==> src/hdl/scp_pkg.sv <==
// scp_pkg: shared types, character codes, parser state codes and hex helpers
// for the serial command parser; no dependencies
`default_nettype none

package scp_pkg;

    // default sizes
    localparam int DEF_BUFFER_DEPTH       = 32;
    localparam int DEF_NAME_MAX_LEN       = 16;
    localparam int DEF_STATE_TEXT_MAX_LEN = 5;
    localparam int MAX_RESULTS            = 16;

    // character codes
    localparam logic [7:0] CHAR_CR    = 8'd13;
    localparam logic [7:0] CHAR_LF    = 8'd10;
    localparam logic [7:0] CHAR_BSL   = 8'h5C;
    localparam logic [7:0] CHAR_AT    = 8'h40;
    localparam logic [7:0] CHAR_COLON = 8'h3A;
    localparam logic [7:0] CHAR_BANG  = 8'h21;
    localparam logic [7:0] CMD_DEBUG  = 8'h64; // d
    localparam logic [7:0] CMD_STATE  = 8'h73; // s
    localparam logic [7:0] CMD_CUSTOM = 8'h63; // c
    localparam logic [7:0] CMD_NAME   = 8'h6E; // n
    localparam logic [7:0] CMD_EXPIRY = 8'h65; // e
    localparam logic [7:0] CMD_PAGES  = 8'h70; // p
    localparam logic [7:0] CMD_PTIME  = 8'h74; // t
    localparam logic [7:0] CMD_MODE   = 8'h6D; // m

    // parser state, upper nibble
    localparam logic [3:0] NIB_READY  = 4'h0;
    localparam logic [3:0] NIB_CMD    = 4'h1;
    localparam logic [3:0] NIB_PAGES  = 4'h2;
    localparam logic [3:0] NIB_PTIME  = 4'h3;
    localparam logic [3:0] NIB_SSTATE = 4'h4;
    localparam logic [3:0] NIB_STEXT  = 4'h5;
    localparam logic [3:0] NIB_EXPIRY = 4'h6;
    localparam logic [3:0] NIB_NAME   = 4'h7;
    localparam logic [3:0] NIB_DEBUG  = 4'h8;
    localparam logic [3:0] NIB_MODE   = 4'h9;
    localparam logic [3:0] NIB_CLEAR  = 4'hF;

    // event kinds
    localparam logic [2:0] K_PAGES  = 3'd0;
    localparam logic [2:0] K_PTIME  = 3'd1;
    localparam logic [2:0] K_MODE   = 3'd2;
    localparam logic [2:0] K_EXPIRY = 3'd3;
    localparam logic [2:0] K_STATE  = 3'd4;
    localparam logic [2:0] K_STEXT  = 3'd5;
    localparam logic [2:0] K_NAME   = 3'd6;
    localparam logic [2:0] K_DEBUG  = 3'd7;

    typedef struct packed {
        logic [2:0]  kind;
        logic [7:0]  svc;
        logic [15:0] val;
        logic [7:0]  ch;
        logic        cv;
        logic        dbg;
    } t_result;

    typedef enum logic [3:0] {
        S_IDLE, S_TAKE, S_PUSH2, S_DISP, S_RDW, S_HDR, S_CMD, S_HXR,
        S_HXD, S_HXE, S_TXCHK, S_TXR, S_TXD, S_EMIT, S_CHECK, S_FLUSH
    } t_seq;

    // {valid, digit}
    function automatic logic [4:0] hex_digit(input logic [7:0] c);
        logic [7:0] d;
        begin
            d = 8'h00;
            if (c >= 8'h30 && c <= 8'h39) begin
                d = c - 8'h30;
                return {1'b1, d[3:0]};
            end else if (c >= 8'h61 && c <= 8'h66) begin
                d = c - 8'h57;
                return {1'b1, d[3:0]};
            end else if (c >= 8'h41 && c <= 8'h46) begin
                d = c - 8'h37;
                return {1'b1, d[3:0]};
            end
            return 5'd0;
        end
    endfunction

    // two-character hex value, stopping at the first non-hex char
    function automatic logic [7:0] hex2(input logic [7:0] c0, input logic [7:0] c1);
        logic [4:0] h0;
        logic [4:0] h1;
        begin
            h0 = hex_digit(c0);
            h1 = hex_digit(c1);
            if (!h0[4]) return 8'h00;
            if (!h1[4]) return {4'h0, h0[3:0]};
            return {h0[3:0], h1[3:0]};
        end
    endfunction

endpackage

`default_nettype wire

==> src/hdl/scp_ram.sv <==
// scp_ram: generic single write port, single read port ram, registered read
// no dependencies
`default_nettype none

module scp_ram #(
    parameter int WIDTH = 8,
    parameter int DEPTH = 32
) (
    input  wire logic                     i_clk,
    input  wire logic                     i_we,
    input  wire logic [$clog2(DEPTH)-1:0] i_waddr,
    input  wire logic [WIDTH-1:0]         i_wdata,
    input  wire logic [$clog2(DEPTH)-1:0] i_raddr,
    output logic      [WIDTH-1:0]         o_rdata
);

    logic [WIDTH-1:0] r_mem [DEPTH];

    always_ff @(posedge i_clk) begin
        if (i_we) begin
            r_mem[i_waddr] <= i_wdata;
        end
        o_rdata <= r_mem[i_raddr];
    end

endmodule

`default_nettype wire

==> src/hdl/serial_command_parser_unit.sv <==
// serial_command_parser_unit: top level of the serial command parser
// depends on scp_pkg and scp_ram
`default_nettype none

// channel  | handshake                 | payload
// rx in    | i_rx_valid / o_rx_ready   | i_rx_byte
// event out| o_ev_valid / i_ev_ready   | o_event_kind .. o_debug_enabled, o_last
//
// intake passes through idle and take, plus a second push after an escape;
// each handler pass then reads the buffer ram once per buffer char and reads
// hex digits one at a time through a read and a decode state, and a text run
// goes through read, data and emit states per char, using the collect buffer
// read port; a byte ends with a flush step
// reset: synchronous, active low; clears parser state, lengths, flags, queues
// output stalls hold the sequencer whenever a staged result must move on, in emit or flush

module serial_command_parser_unit
    import scp_pkg::t_result;
#(
    parameter int BUFFER_DEPTH       = scp_pkg::DEF_BUFFER_DEPTH,
    parameter int NAME_MAX_LEN       = scp_pkg::DEF_NAME_MAX_LEN,
    parameter int STATE_TEXT_MAX_LEN = scp_pkg::DEF_STATE_TEXT_MAX_LEN
) (
    input  wire logic        i_clk,
    input  wire logic        i_rst_n,
    input  wire logic        i_rx_valid,
    output logic             o_rx_ready,
    input  wire logic [7:0]  i_rx_byte,
    output logic             o_ev_valid,
    input  wire logic        i_ev_ready,
    output logic [2:0]       o_event_kind,
    output logic [7:0]       o_service_id,
    output logic [15:0]      o_value,
    output logic [7:0]       o_text_char,
    output logic             o_char_valid,
    output logic             o_last,
    output logic             o_debug_enabled
);
    import scp_pkg::*;

    localparam int AW = $clog2(BUFFER_DEPTH);
    localparam int LW = $clog2(BUFFER_DEPTH + 1);

    // sequencer and parser state
    t_seq            r_st, n_st, r_after, n_after, r_ret, n_ret;
    logic [7:0]      r_ps, n_ps, r_ps0, n_ps0;
    logic [LW-1:0]   r_len, n_len, r_len0, n_len0;
    logic [AW-1:0]   r_idx, n_idx, r_hlast, n_hlast, r_n, n_n;
    logic [15:0]     r_acc, n_acc;
    logic [7:0]      r_byte, n_byte, r_svc, n_svc;
    logic [7:0]      r_esc0, n_esc0, r_esc1, n_esc1;
    logic [1:0]      r_esc_cnt, n_esc_cnt;
    logic            r_esc_act, n_esc_act, r_dbg, n_dbg;
    // result path: one staged result, then the output register
    t_result         r_em, n_em, r_pend, n_pend, r_out, n_out;
    logic            r_pv, n_pv, r_ov, n_ov, r_olast, n_olast;
    logic [4:0]      r_cnt, n_cnt;

    // buffer ram
    logic            push_en;
    logic [7:0]      push_data;
    logic            ram_we;
    logic [7:0]      ram_rd;

    logic [3:0]      nib, sub;
    logic [4:0]      hd;
    logic            out_free;
    logic [2:0]      txt_kind;
    logic            txt_end;

    assign nib      = r_ps[7:4];
    assign sub      = r_ps[3:0];
    assign out_free = !r_ov || i_ev_ready;
    assign txt_kind = (nib == NIB_STEXT) ? K_STEXT : K_NAME;
    assign hd       = hex_digit(ram_rd);
    assign txt_end  = (ram_rd == CHAR_BANG) ||
        ((nib == NIB_STEXT) ? (32'(r_idx) == STATE_TEXT_MAX_LEN)
                            : (32'(r_idx) == NAME_MAX_LEN));

    scp_ram #(.WIDTH(8), .DEPTH(BUFFER_DEPTH)) u_buf (
        .i_clk   (i_clk),
        .i_we    (ram_we),
        .i_waddr (r_len[AW-1:0]),
        .i_wdata (push_data),
        .i_raddr (r_idx),
        .o_rdata (ram_rd)
    );

    always_ff @(posedge i_clk) begin
        if (!i_rst_n) begin
            r_st      <= S_IDLE;
            r_ps      <= {NIB_READY, 4'h0};
            r_len     <= '0;
            r_esc_cnt <= '0;
            r_esc_act <= 1'b0;
            r_svc     <= '0;
            r_dbg     <= 1'b0;
            r_pv      <= 1'b0;
            r_ov      <= 1'b0;
            r_cnt     <= '0;
        end else begin
            r_st      <= n_st;
            r_ps      <= n_ps;
            r_len     <= n_len;
            r_esc_cnt <= n_esc_cnt;
            r_esc_act <= n_esc_act;
            r_svc     <= n_svc;
            r_dbg     <= n_dbg;
            r_pv      <= n_pv;
            r_ov      <= n_ov;
            r_cnt     <= n_cnt;
        end
        r_after <= n_after;
        r_ret   <= n_ret;
        r_ps0   <= n_ps0;
        r_len0  <= n_len0;
        r_idx   <= n_idx;
        r_hlast <= n_hlast;
        r_n     <= n_n;
        r_acc   <= n_acc;
        r_byte  <= n_byte;
        r_esc0  <= n_esc0;
        r_esc1  <= n_esc1;
        r_em    <= n_em;
        r_pend  <= n_pend;
        r_out   <= n_out;
        r_olast <= n_olast;
    end

    always_comb begin
        n_st = r_st; n_after = r_after; n_ret = r_ret;
        n_ps = r_ps; n_ps0 = r_ps0; n_len = r_len; n_len0 = r_len0;
        n_idx = r_idx; n_hlast = r_hlast; n_n = r_n; n_acc = r_acc;
        n_byte = r_byte; n_svc = r_svc; n_esc0 = r_esc0; n_esc1 = r_esc1;
        n_esc_cnt = r_esc_cnt; n_esc_act = r_esc_act; n_dbg = r_dbg;
        n_em = r_em; n_pend = r_pend; n_pv = r_pv; n_cnt = r_cnt;
        n_out = r_out; n_olast = r_olast;
        n_ov = r_ov && !i_ev_ready;
        push_en = 1'b0;
        push_data = r_byte;

        unique case (r_st)
            S_IDLE: begin
                if (i_rx_valid) begin
                    n_byte = i_rx_byte;
                    n_cnt  = '0;
                    n_st   = S_TAKE;
                end
            end
            S_TAKE: begin
                n_st = S_DISP;
                if (r_byte == CHAR_CR || r_byte == CHAR_LF) begin
                    n_len = '0;
                end else if (!r_esc_act) begin
                    if (r_byte == CHAR_BSL) begin
                        n_esc_cnt = '0;
                        n_esc_act = 1'b1;
                    end else begin
                        push_en = 1'b1;
                    end
                end else if (r_byte == CHAR_BSL) begin
                    push_en   = 1'b1;
                    n_esc_act = 1'b0;
                end else if (r_esc_cnt < 2'd2) begin
                    if (r_esc_cnt == 2'd0) n_esc0 = r_byte;
                    else n_esc1 = r_byte;
                    n_esc_cnt = r_esc_cnt + 2'd1;
                end else begin
                    // escaped byte first, then the char that ended the escape
                    push_en   = 1'b1;
                    push_data = hex2(r_esc0, r_esc1);
                    n_esc_act = 1'b0;
                    n_st      = S_PUSH2;
                end
            end
            S_PUSH2: begin
                push_en = 1'b1;
                n_st    = S_DISP;
            end
            S_DISP: begin
                n_ps0  = r_ps;
                n_len0 = r_len;
                n_st   = S_CHECK;
                n_acc  = '0;
                unique case (nib)
                    NIB_READY: begin
                        if (sub > 4'd1) begin
                            n_ps = {NIB_READY, 4'h0};
                        end else if (r_len > LW'(sub)) begin
                            n_idx   = AW'(sub);
                            n_after = S_HDR;
                            n_st    = S_RDW;
                        end
                    end
                    NIB_CMD: begin
                        if (r_len != '0) begin
                            n_idx   = '0;
                            n_after = S_CMD;
                            n_st    = S_RDW;
                        end
                    end
                    NIB_PAGES, NIB_PTIME, NIB_MODE: begin
                        if (r_len >= LW'(2)) begin
                            n_idx = '0; n_hlast = AW'(1); n_st = S_HXR;
                        end
                    end
                    NIB_EXPIRY: begin
                        if (r_len >= LW'(4)) begin
                            n_idx = '0; n_hlast = AW'(3); n_st = S_HXR;
                        end
                    end
                    NIB_SSTATE, NIB_STEXT, NIB_NAME: begin
                        if (sub == 4'd0 || (sub == 4'd1 && nib != NIB_NAME)) begin
                            if (r_len >= LW'(2)) begin
                                n_idx = '0; n_hlast = AW'(1); n_st = S_HXR;
                            end
                        end else if (nib == NIB_NAME || (sub == 4'd2 && nib == NIB_STEXT))
                        begin
                            if (r_len != '0) begin
                                n_idx   = AW'(r_len - LW'(1));
                                n_after = S_TXCHK;
                                n_st    = S_RDW;
                            end
                        end else begin
                            n_ps = {NIB_CLEAR, 4'h0};
                        end
                    end
                    NIB_DEBUG: begin
                        n_dbg = !r_dbg;
                        n_em  = '{kind: K_DEBUG, svc: 8'h00, val: 16'h0000,
                                  ch: 8'h00, cv: 1'b0, dbg: !r_dbg};
                        n_ps  = {NIB_CLEAR, 4'h0};
                        n_ret = S_CHECK;
                        n_st  = S_EMIT;
                    end
                    default: begin
                        n_len     = '0;
                        n_esc_cnt = '0;
                        n_esc_act = 1'b0;
                        n_svc     = '0;
                        n_ps      = {NIB_READY, 4'h0};
                    end
                endcase
            end
            S_RDW: n_st = r_after;
            S_HDR: begin
                n_st = S_CHECK;
                if (ram_rd != ((sub != 4'd0) ? CHAR_COLON : CHAR_AT)) begin
                    n_len = '0;
                end else if (sub == 4'd1) begin
                    n_ps  = {NIB_CMD, 4'h0};
                    n_len = '0;
                end else begin
                    n_ps = r_ps + 8'd1;
                end
            end
            S_CMD: begin
                n_len = '0;
                n_st  = S_CHECK;
                priority case (ram_rd)
                    CMD_DEBUG:  n_ps = {NIB_DEBUG, 4'h0};
                    CMD_STATE:  n_ps = {NIB_SSTATE, 4'h0};
                    CMD_CUSTOM: n_ps = {NIB_STEXT, 4'h0};
                    CMD_NAME:   n_ps = {NIB_NAME, 4'h0};
                    CMD_EXPIRY: n_ps = {NIB_EXPIRY, 4'h0};
                    CMD_PAGES:  n_ps = {NIB_PAGES, 4'h0};
                    CMD_PTIME:  n_ps = {NIB_PTIME, 4'h0};
                    CMD_MODE:   n_ps = {NIB_MODE, 4'h0};
                    default:    n_ps = {NIB_CLEAR, 4'h0};
                endcase
            end
            S_HXR: n_st = S_HXD;
            S_HXD: begin
                if (!hd[4]) begin
                    n_st = S_HXE;
                end else begin
                    n_acc = {r_acc[11:0], hd[3:0]};
                    if (r_idx == r_hlast) begin
                        n_st = S_HXE;
                    end else begin
                        n_idx = r_idx + AW'(1);
                        n_st  = S_HXR;
                    end
                end
            end
            S_HXE: begin
                n_st  = S_CHECK;
                n_ret = S_CHECK;
                n_em  = '{kind: K_PAGES, svc: 8'h00, val: r_acc,
                          ch: 8'h00, cv: 1'b0, dbg: 1'b0};
                unique case (nib)
                    NIB_PAGES, NIB_PTIME, NIB_MODE, NIB_EXPIRY: begin
                        priority case (nib)
                            NIB_PTIME:  n_em.kind = K_PTIME;
                            NIB_MODE:   n_em.kind = K_MODE;
                            NIB_EXPIRY: n_em.kind = K_EXPIRY;
                            default:    n_em.kind = K_PAGES;
                        endcase
                        n_ps = {NIB_CLEAR, 4'h0};
                        n_st = S_EMIT;
                    end
                    NIB_SSTATE, NIB_STEXT, NIB_NAME: begin
                        if (sub == 4'd0) begin
                            n_svc = r_acc[7:0];
                            n_len = '0;
                            n_ps  = r_ps + 8'd1;
                        end else begin
                            n_em.kind = K_STATE;
                            n_em.svc  = r_svc;
                            if (nib == NIB_STEXT) begin
                                n_len = '0;
                                n_ps  = r_ps + 8'd1;
                            end else begin
                                n_ps = {NIB_CLEAR, 4'h0};
                            end
                            n_st = S_EMIT;
                        end
                    end
                    default: n_st = S_CHECK;
                endcase
            end
            S_TXCHK: begin
                n_st = S_CHECK;
                if (txt_end) begin
                    if (r_idx == '0) begin
                        // empty run still reports once
                        n_em  = '{kind: txt_kind, svc: r_svc, val: 16'h0000,
                                  ch: 8'h00, cv: 1'b0, dbg: 1'b0};
                        n_ps  = {NIB_CLEAR, 4'h0};
                        n_ret = S_CHECK;
                        n_st  = S_EMIT;
                    end else begin
                        n_n   = r_idx;
                        n_idx = '0;
                        n_st  = S_TXR;
                    end
                end
            end
            S_TXR: begin
                if (r_idx == r_n) begin
                    n_ps = {NIB_CLEAR, 4'h0};
                    n_st = S_CHECK;
                end else begin
                    n_st = S_TXD;
                end
            end
            S_TXD: begin
                n_em  = '{kind: txt_kind, svc: r_svc, val: 16'h0000,
                          ch: ram_rd, cv: 1'b1, dbg: 1'b0};
                n_idx = r_idx + AW'(1);
                n_ret = S_TXR;
                n_st  = S_EMIT;
            end
            S_EMIT: begin
                if (r_cnt == 5'(MAX_RESULTS)) begin
                    n_st = r_ret;
                end else if (!r_pv) begin
                    n_pend = r_em;
                    n_pv   = 1'b1;
                    n_cnt  = r_cnt + 5'd1;
                    n_st   = r_ret;
                end else if (out_free) begin
                    n_out   = r_pend;
                    n_olast = 1'b0;
                    n_ov    = 1'b1;
                    n_pend  = r_em;
                    n_cnt   = r_cnt + 5'd1;
                    n_st    = r_ret;
                end
            end
            S_CHECK: begin
                if (r_ps == r_ps0 && r_len == r_len0) n_st = S_FLUSH;
                else n_st = S_DISP;
            end
            S_FLUSH: begin
                if (!r_pv) begin
                    n_st = S_IDLE;
                end else if (out_free) begin
                    n_out   = r_pend;
                    n_olast = 1'b1;
                    n_ov    = 1'b1;
                    n_pv    = 1'b0;
                    n_st    = S_IDLE;
                end
            end
            default: n_st = S_IDLE;
        endcase

        // buffer push; a full buffer drops the byte
        ram_we = push_en && (r_len < LW'(BUFFER_DEPTH));
        if (ram_we) n_len = r_len + LW'(1);
    end

    assign o_rx_ready      = (r_st == S_IDLE);
    assign o_ev_valid      = r_ov;
    assign o_event_kind    = r_out.kind;
    assign o_service_id    = r_out.svc;
    assign o_value         = r_out.val;
    assign o_text_char     = r_out.ch;
    assign o_char_valid    = r_out.cv;
    assign o_debug_enabled = r_out.dbg;
    assign o_last          = r_olast;

    // fill level never passes the buffer depth
    a_len_bound: assert property (@(posedge i_clk) disable iff (!i_rst_n)
        r_len <= LW'(BUFFER_DEPTH)) else $error("collect length overflow");

    // no staged result left over when a new byte may enter
    a_idle_empty: assert property (@(posedge i_clk) disable iff (!i_rst_n)
        o_rx_ready |-> !r_pv) else $error("staged result left at idle");

    // results per byte capped
    a_cnt_bound: assert property (@(posedge i_clk) disable iff (!i_rst_n)
        r_cnt <= 5'(MAX_RESULTS)) else $error("result count overflow");

    // escape digit count stays within two
    a_esc_bound: assert property (@(posedge i_clk) disable iff (!i_rst_n)
        r_esc_cnt != 2'd3) else $error("escape count overflow");

endmodule

`default_nettype wire

==> config.mk <==
export PLATFORM = sky130hd
export DESIGN_NAME = serial_command_parser_unit
export DESIGN_NICKNAME = d
export VERILOG_FILES = /design/src/hdl/scp_pkg.sv /design/src/hdl/scp_ram.sv /design/src/hdl/serial_command_parser_unit.sv
export SDC_FILE = /design/constraint.sdc
export NUM_CORES = 1
export LEC_CHECK = 0
export BUFFER_PORTS_ARGS = -buffer_cell sky130_fd_sc_hd__buf_2
export CELL_PAD_IN_SITES_DETAIL_PLACEMENT = 1
export CELL_PAD_IN_SITES_GLOBAL_PLACEMENT = 1
export CORE_ASPECT_RATIO = 2
export CORE_MARGIN = 1
export CORE_UTILIZATION = 45
export DETAILED_ROUTE_END_ITERATION = 8
export GPL_TIMING_DRIVEN = 0
export HOLD_SLACK_MARGIN = 0.1
export PLACE_DENSITY = 0.76
export RECOVER_POWER = 100
export SYNTH_ARGS = -nofsm -noshare
export SYNTH_HDL_FRONTEND = slang
export SYNTH_SLANG_ARGS = --single-unit
==> constraint.sdc <==
create_clock -name i_clk -period 3.6 [get_ports i_clk]
set_input_delay 0.36 -clock i_clk [delete_from_list [all_inputs] [get_ports i_clk]]
set_output_delay 0.36 -clock i_clk [all_outputs]
set_load 0.02 [all_outputs]
# Word level (Yosys, flattened, before mapping)
# Memories as Yosys holds them, arrays and structs flattened. A register that Yosys moved wholly into a read port is not among the register bits.
# Index checks and enable logic that the tools add are counted.
# totals
mem_count	1
ff_bits	226
mem_bits_rw	256
in_bits	12
# classes
eq_ne	97
addsub	15
reduce_logical	66
order_cmp	24
n_bitwise	5
mux	206
# memory_table
memory	depth	width	rd	rd_ports_with_merged_regs	wr	line_no	rtl
u_buf.r_mem	32	8	1	1	1	scp_ram.sv:17	logic [WIDTH-1:0] r_mem [DEPTH];
# ops
operator	n
$mux W37	8
$mux W5	41
$mux W8	23
$pmux W37 S4	1
$mux W4	25
$pmux W37 S2	1
$eq A8 B7 Y1 const B	9
$pmux W8 S8	1
$mux W1	61
$pmux W4 S15	1
$ne A2 B2 Y1 const B	26
$ge A8 B7 Y1 const B	6
$le A8 B7 Y1 const B	6
$mux W6	8
$ne A3 B3 Y1 const B	16
$pmux W8 S6	1
$eq A4 B4 Y1 const B	10
$eq A4 B3 Y1 const B	8
$pmux W16 S2	1
$pmux W8 S2	2
$pmux W8 S4	1
$pmux W6 S5	1
$reduce_and A6 Y1	5
$pmux W5 S5	1
other kinds (66)	150

# Logic depth before layout (Yosys ltp)
# depth
depth_word	35
mapped_depth	11
ltp_nobuf	8

# Hierarchy
# Synthesis repeated with hierarchy kept, for this count alone.
# hier_totals
hier_cells	1325
area_unflattened_um2	20688.6
# modules_own_cells
module	area_per_inst_um2	cells_each	instances
serial_command_parser_unit	10635.2	908	1
scp_ram	10053.4	417	1

# Worst setup path after synthesis
# Ideal clock, no wire load.
# synth_timing
path_kind	reg-to-reg
startpoint	register r_esc0[0]
endpoint	memory u_buf.r_mem[0][7] (data pin)
setup_ns	0.467
setup_slack_ns	-0.196
path_buffers	0
period_less_slack_ns	3.796
t_arrival_ns	3.329
stages_incl_launch_ff	8
cell_sequence	edfxtp_1 > inv_1 > ha_1 > o21bai_1 > a2111oi_0 > or2_2 > nand2_1 > o31ai_1
# synth_between
elab_chain_len	28
elab_cells_between_ends	42
# synth_rtl
element	line_no	rtl
start: declaration	serial_command_parser_unit.sv:51	logic [7:0] r_esc0, n_esc0, r_esc1, n_esc1;
start signal: assignment	serial_command_parser_unit.sv:122	r_esc0 <= n_esc0;
$ge A8 B7 Y1 or $le A8 B7 Y1 (tied branches)	scp_pkg.sv:77	end else if (c >= 8'h41 && c <= 8'h46) begin
$logic_and A1 B1 Y1	scp_pkg.sv:77	
$mux W1	scp_pkg.sv:77	
$mux W1	scp_pkg.sv:74	end else if (c >= 8'h61 && c <= 8'h66) begin
$mux W1	scp_pkg.sv:71	if (c >= 8'h30 && c <= 8'h39) begin
$mux W1	serial_command_parser_unit.sv:164	end else if (r_esc_cnt < 2'd2) begin
$mux W1	serial_command_parser_unit.sv:161	end else if (r_byte == CHAR_BSL) begin
$mux W1	serial_command_parser_unit.sv:154	end else if (!r_esc_act) begin
[13 not listed]	-	
$mux W1	serial_command_parser_unit.sv:142	unique case (r_st)
$mux W8 (*)	scp_pkg.sv:93	if (!h1[4]) return {4'h0, h0[3:0]};
$mux W8 (*)	serial_command_parser_unit.sv:164	
$mux W8 (*)	serial_command_parser_unit.sv:161	
$mux W8 (*)	serial_command_parser_unit.sv:154	
$mux W8 (*)	serial_command_parser_unit.sv:152	if (r_byte == CHAR_CR || r_byte == CHAR_LF) begin
$mux W8 (*)	serial_command_parser_unit.sv:142	
named net push_data[7]	serial_command_parser_unit.sv:61	logic [7:0] push_data;
end: declaration	scp_ram.sv:17	
# Mark *: on every way through the listed nets, which the timed path passes. The rest lies on a longest branch. The select of a mux whose other input is x is not followed.

# Final worst setup path
# layout_timing
startpoint	register r_byte[5]
endpoint	memory u_buf.r_mem[28][6] (enable)
# layout_between
elab_chain_len	8
elab_cells_between_ends	12
# layout_rtl
element	line_no	rtl
start: declaration	serial_command_parser_unit.sv:50	logic [7:0] r_byte, n_byte, r_svc, n_svc;
start signal: assignment	serial_command_parser_unit.sv:121	r_byte <= n_byte;
$eq A8 B7 Y1	serial_command_parser_unit.sv:155, serial_command_parser_unit.sv:161	
$mux W1 (on tied branches)	serial_command_parser_unit.sv:155, serial_command_parser_unit.sv:161	
$mux W1	serial_command_parser_unit.sv:154	
$mux W1 (*)	serial_command_parser_unit.sv:152	
$pmux W1 S2 (*)	serial_command_parser_unit.sv:142	
$logic_and A1 B1 Y1 (*)	serial_command_parser_unit.sv:390	ram_we = push_en && (r_len < LW'(BUFFER_DEPTH));
$mux W1 (*)	scp_ram.sv:20	if (i_we) begin
$mux W1 (implied by the code) (*)	scp_ram.sv:21	r_mem[i_waddr] <= i_wdata;
# Every way passes the cells marked *; elsewhere a longest branch is shown, timed or not.

==> flow_metrics.tcl <==
set metrics [dict create \
    dpl.hpwl_microns 41300 \
    drive_above_1_share 0.167 \
    clock_path_buffers 3 \
    holdWs_ns 0.157 \
    place_ws_ns -0.954 \
    fillCellCount 4272 \
    tightest_slew_ns 1.69 \
    io_buffer_count 51 \
    yosys_register_bits 487 \
    core_sq_mm 0.0450 \
    p_per_area_mw_per_mm2 489 \
    grt.busiest_layer "met2" \
    synth_cell_types 79 \
    fin_ws_ns -0.114 \
    synthTopCellsByCount "edfxtp_1, nor2_1, mux4_2" \
    grt_pass1_wl_microns 84200 \
    placed_area_sq_mm 0.0216 \
    min_period_ns 3.71 \
    grt_pass1_vias 13300 \
    ant_nets 0 \
    syn2layout_area_growth_pct 13.3 \
    grt.overflow.total 0 \
    yosysMostFrequentCell "edfxtp_1" \
    synth_top_area_frac 0.647 \
    pwr-share-clk 0.416 \
    cap_viol_max_count 1 \
    grtUsageTotal 0.250 \
    cp.arrival_ns 3.94 \
    leakage_uw 0.00731 \
    max_clock_freq_mhz 269 \
    routed-via-count 12000 \
    rows 110 \
    io_pins 52 \
    root_buffer "clkbuf_16" \
    grt_max_degree 39 \
    ys_seq_area_frac 0.691 \
    synth_warnings 0 \
    met1_usage 0.230 \
    syn_avg_cell_area_sq_um 15.6 \
    clock_skew_ns 0.0209 \
    die_area_sq_mm 0.0465 \
    outcome "complete, but fails checks" \
    ys_top_cells_by_area "edfxtp_1, mux4_2, dfxtp_1" \
    synth_nets 1360 \
    switching_power_uw 2510 \
    critPathMaxFanout 8 \
    wl_per_cell_microns 27.8 \
    endpoint_kind "register" \
    clkLatencyLatePin_ns 0.58 \
    finalSetupViolCount 220 \
    finalNetCount 1476 \
    synth_compound_area_frac 0.0646 \
    firstDrtPassIters 5 \
    peakVddDrop_uv 462 \
    use_met2 0.501 \
    syn_area_sq_mm 0.0205 \
    wirelength_microns 56400 \
    synth_edf_count 442 \
    fin_area_sq_mm 0.0232 \
    synthXorXnorAreaFrac 0.0192 \
    synth_top_cell_by_area "edfxtp_1" \
    muxShareOfSynthArea 0.0948 \
    p_seq_frac 0.548 \
    crit_type "register to register" \
    die_w_microns 153 \
    viasPerCell 5.93 \
    clock_sinks 487 \
    start_util 0.456 \
    crit_required_ns 3.82 \
    drtIter0Drc 789 \
    p_int_uw 8860 \
    async_reset_ff_frac 0 \
    n_antenna_cell 0 \
    critical_path.startpoint_type "register" \
    hold_violations 0 \
    drc_errors 0 \
    hold_class "primary input to register" \
    cts_tree "yes" \
    cts.reportedPaths.clkPinSlew_ns 0.07 \
    max-slew-margin-rel -0.126 \
    gr-usage-met3 0.0295 \
    synth_simple_gate_area_frac 0.0940 \
    violations "capacitance limit, slew limit, setup timing" \
    min_period_over_period 1.03 \
    cts-htree-levels 2 \
    final_max_slew_viol_count 39 \
    dominantRegCellSynth "edfxtp_1" \
    gp_congestion 0.944 \
    switching_share 0.221 \
    combPwrFrac 0.037 \
    antenna_found_initial 0 \
    die_h_microns 304 \
    synthCells 1319 \
    synth_top_family_by_area "multiplexers" \
    rsz0062_at_grt "true" \
    synthAdderAreaFrac 0.0177 \
    numCtsBuffers 43 \
]
-- repair_timing --
action / in CTS / in global routing
gates cloned: 1 / 0
hold endpoints to repair: 8 / 0
pin swaps: 1 / 0
hold buffers: 8 / 0
buffers inserted: 1 / 0
endpoints found under the setup margin: 388 / 392
resized for setup: 32 / 16
-- flip-flops by register name, indices dropped and copies added, names as in the netlist, 4 cells and up --
signal,cells
r_len,6
o_value,16
r_hlast,5
r_idx,5
r_n,5
r_st,4
o_text_char,8
r_acc,16
r_svc,8
r_byte,8
r_esc1,8
r_esc0,8
r_pend,37
u_buf.o_rdata,8
r_ps0,8
r_em,37
r_len0,6
u_buf.r_mem,256
r_after,4
o_service_id,8
r_ps,8
r_cnt,5
-- final cells by class --
cell class,instances,area (sq um),area share
buffer,61,248,0.0107
tap,560,701,0.0301
clock buffer,45,1080,0.0466
sequential,487,14200,0.610
inverter,38,143,0.00614
timing repair buffer,70,414,0.0178
clock inverter,34,368,0.0158
multi-input combinational,734,6110,0.263
-- power groups by stage --
stage | logic [uW] | registers (uW) | clock network [uW]
finish | 416 | 6230 | 4730
global route | 448 | 6230 | 4980
CTS | 417 | 6230 | 4820
detailed placement | 402 | 6350 | 0
global placement | 363 | 6350 | 0
floorplan | 226 | 6340 | 0
-- metal layers --
layer	vias up	wire [microns]
met5	-	0
met4	0	4130
met3	162	1510
met2	306	32600
met1	6207	18200
li1	5352	-
-- worst max-delay path, stage by stage (launching register included) --
cell,delay (ns)
edfxtp_1,0.48
or3b_4,0.46
o311a_1,0.36
o41a_1,0.46
nor2_1,0.42
nand2_1,0.57
nor2_2,0.62
-- metrics by stage --
| step | power [uW] | utilization | instances | setup TNS (ns) |
|---|---|---|---|---|
| 3_5_place_dp | 6760 | 0.481 | 1939 | -94.79 |
| 2_1_floorplan | 6560 | - | 1319 | 0 |
| 4_1_cts | 11500 | 0.518 | 2028 | -8.95 |
| 5_1_grt | 11700 | 0.516 | 2029 | -51.88 |
| 6_report | 11400 | 0.516 | 2029 | -10.63 |
| 3_3_place_gp | 6720 | 0.477 | 1930 | -273.73 |
-- path summary, 6_finish.rpt --
check | startpoint | slack (ns) | depth (start not counted) | endpoint
setup / recovery | r_byte[5]$_DFFE_PP_ | -0.11 | 6 | u_buf.r_mem[28][6]$_DFFE_PP_
hold / removal | i_rst_n | 0.16 | 3 | r_ps[2]$_SDFFE_PN0P_
setup reg to reg | r_byte[5]$_DFFE_PP_ | -0.11 | 6 | u_buf.r_mem[28][6]$_DFFE_PP_
hold reg to reg | r_pend[12]$_DFFE_PP_ | 0.41 | 0 | o_value[2]$_DFFE_PP_
-- cells by family (layout without fill, tap and decap cells) --
group / count (synthesis) / in the layout
flip-flops: 487 / 487
AO/OA/AOI/OAI: 193 / 193
buffers and inverters: 99 / 248
adder cells (fa/ha/maj): 29 / 29
XOR/XNOR: 45 / 45
multiplexers: 93 / 93
AND/OR/NAND/NOR: 373 / 374
-- layout by cell type (no fill, tap or decap), types with 9 or more instances in the layout --
cell type    n
and2_1       9
xnor2_1     26
ha_1        29
nor2_2      24
a21oi_1     45
nor2_1      82
nor2b_1     22
mux4_2      80
xor2_1      19
buf_1       10
buf_2       15
o21ai_0     34
nand3_1     20
edfxtp_1   442
clkinv_1     9
clkbuf_1    86
clkbuf_16   43
mux2_2      10
nand2b_1    14
dfxtp_1     45
nand2_1     76
inv_1       37
nor3_1      18
and2_0      29
nand4_1     10
Power figures use the tool's default switching activity.
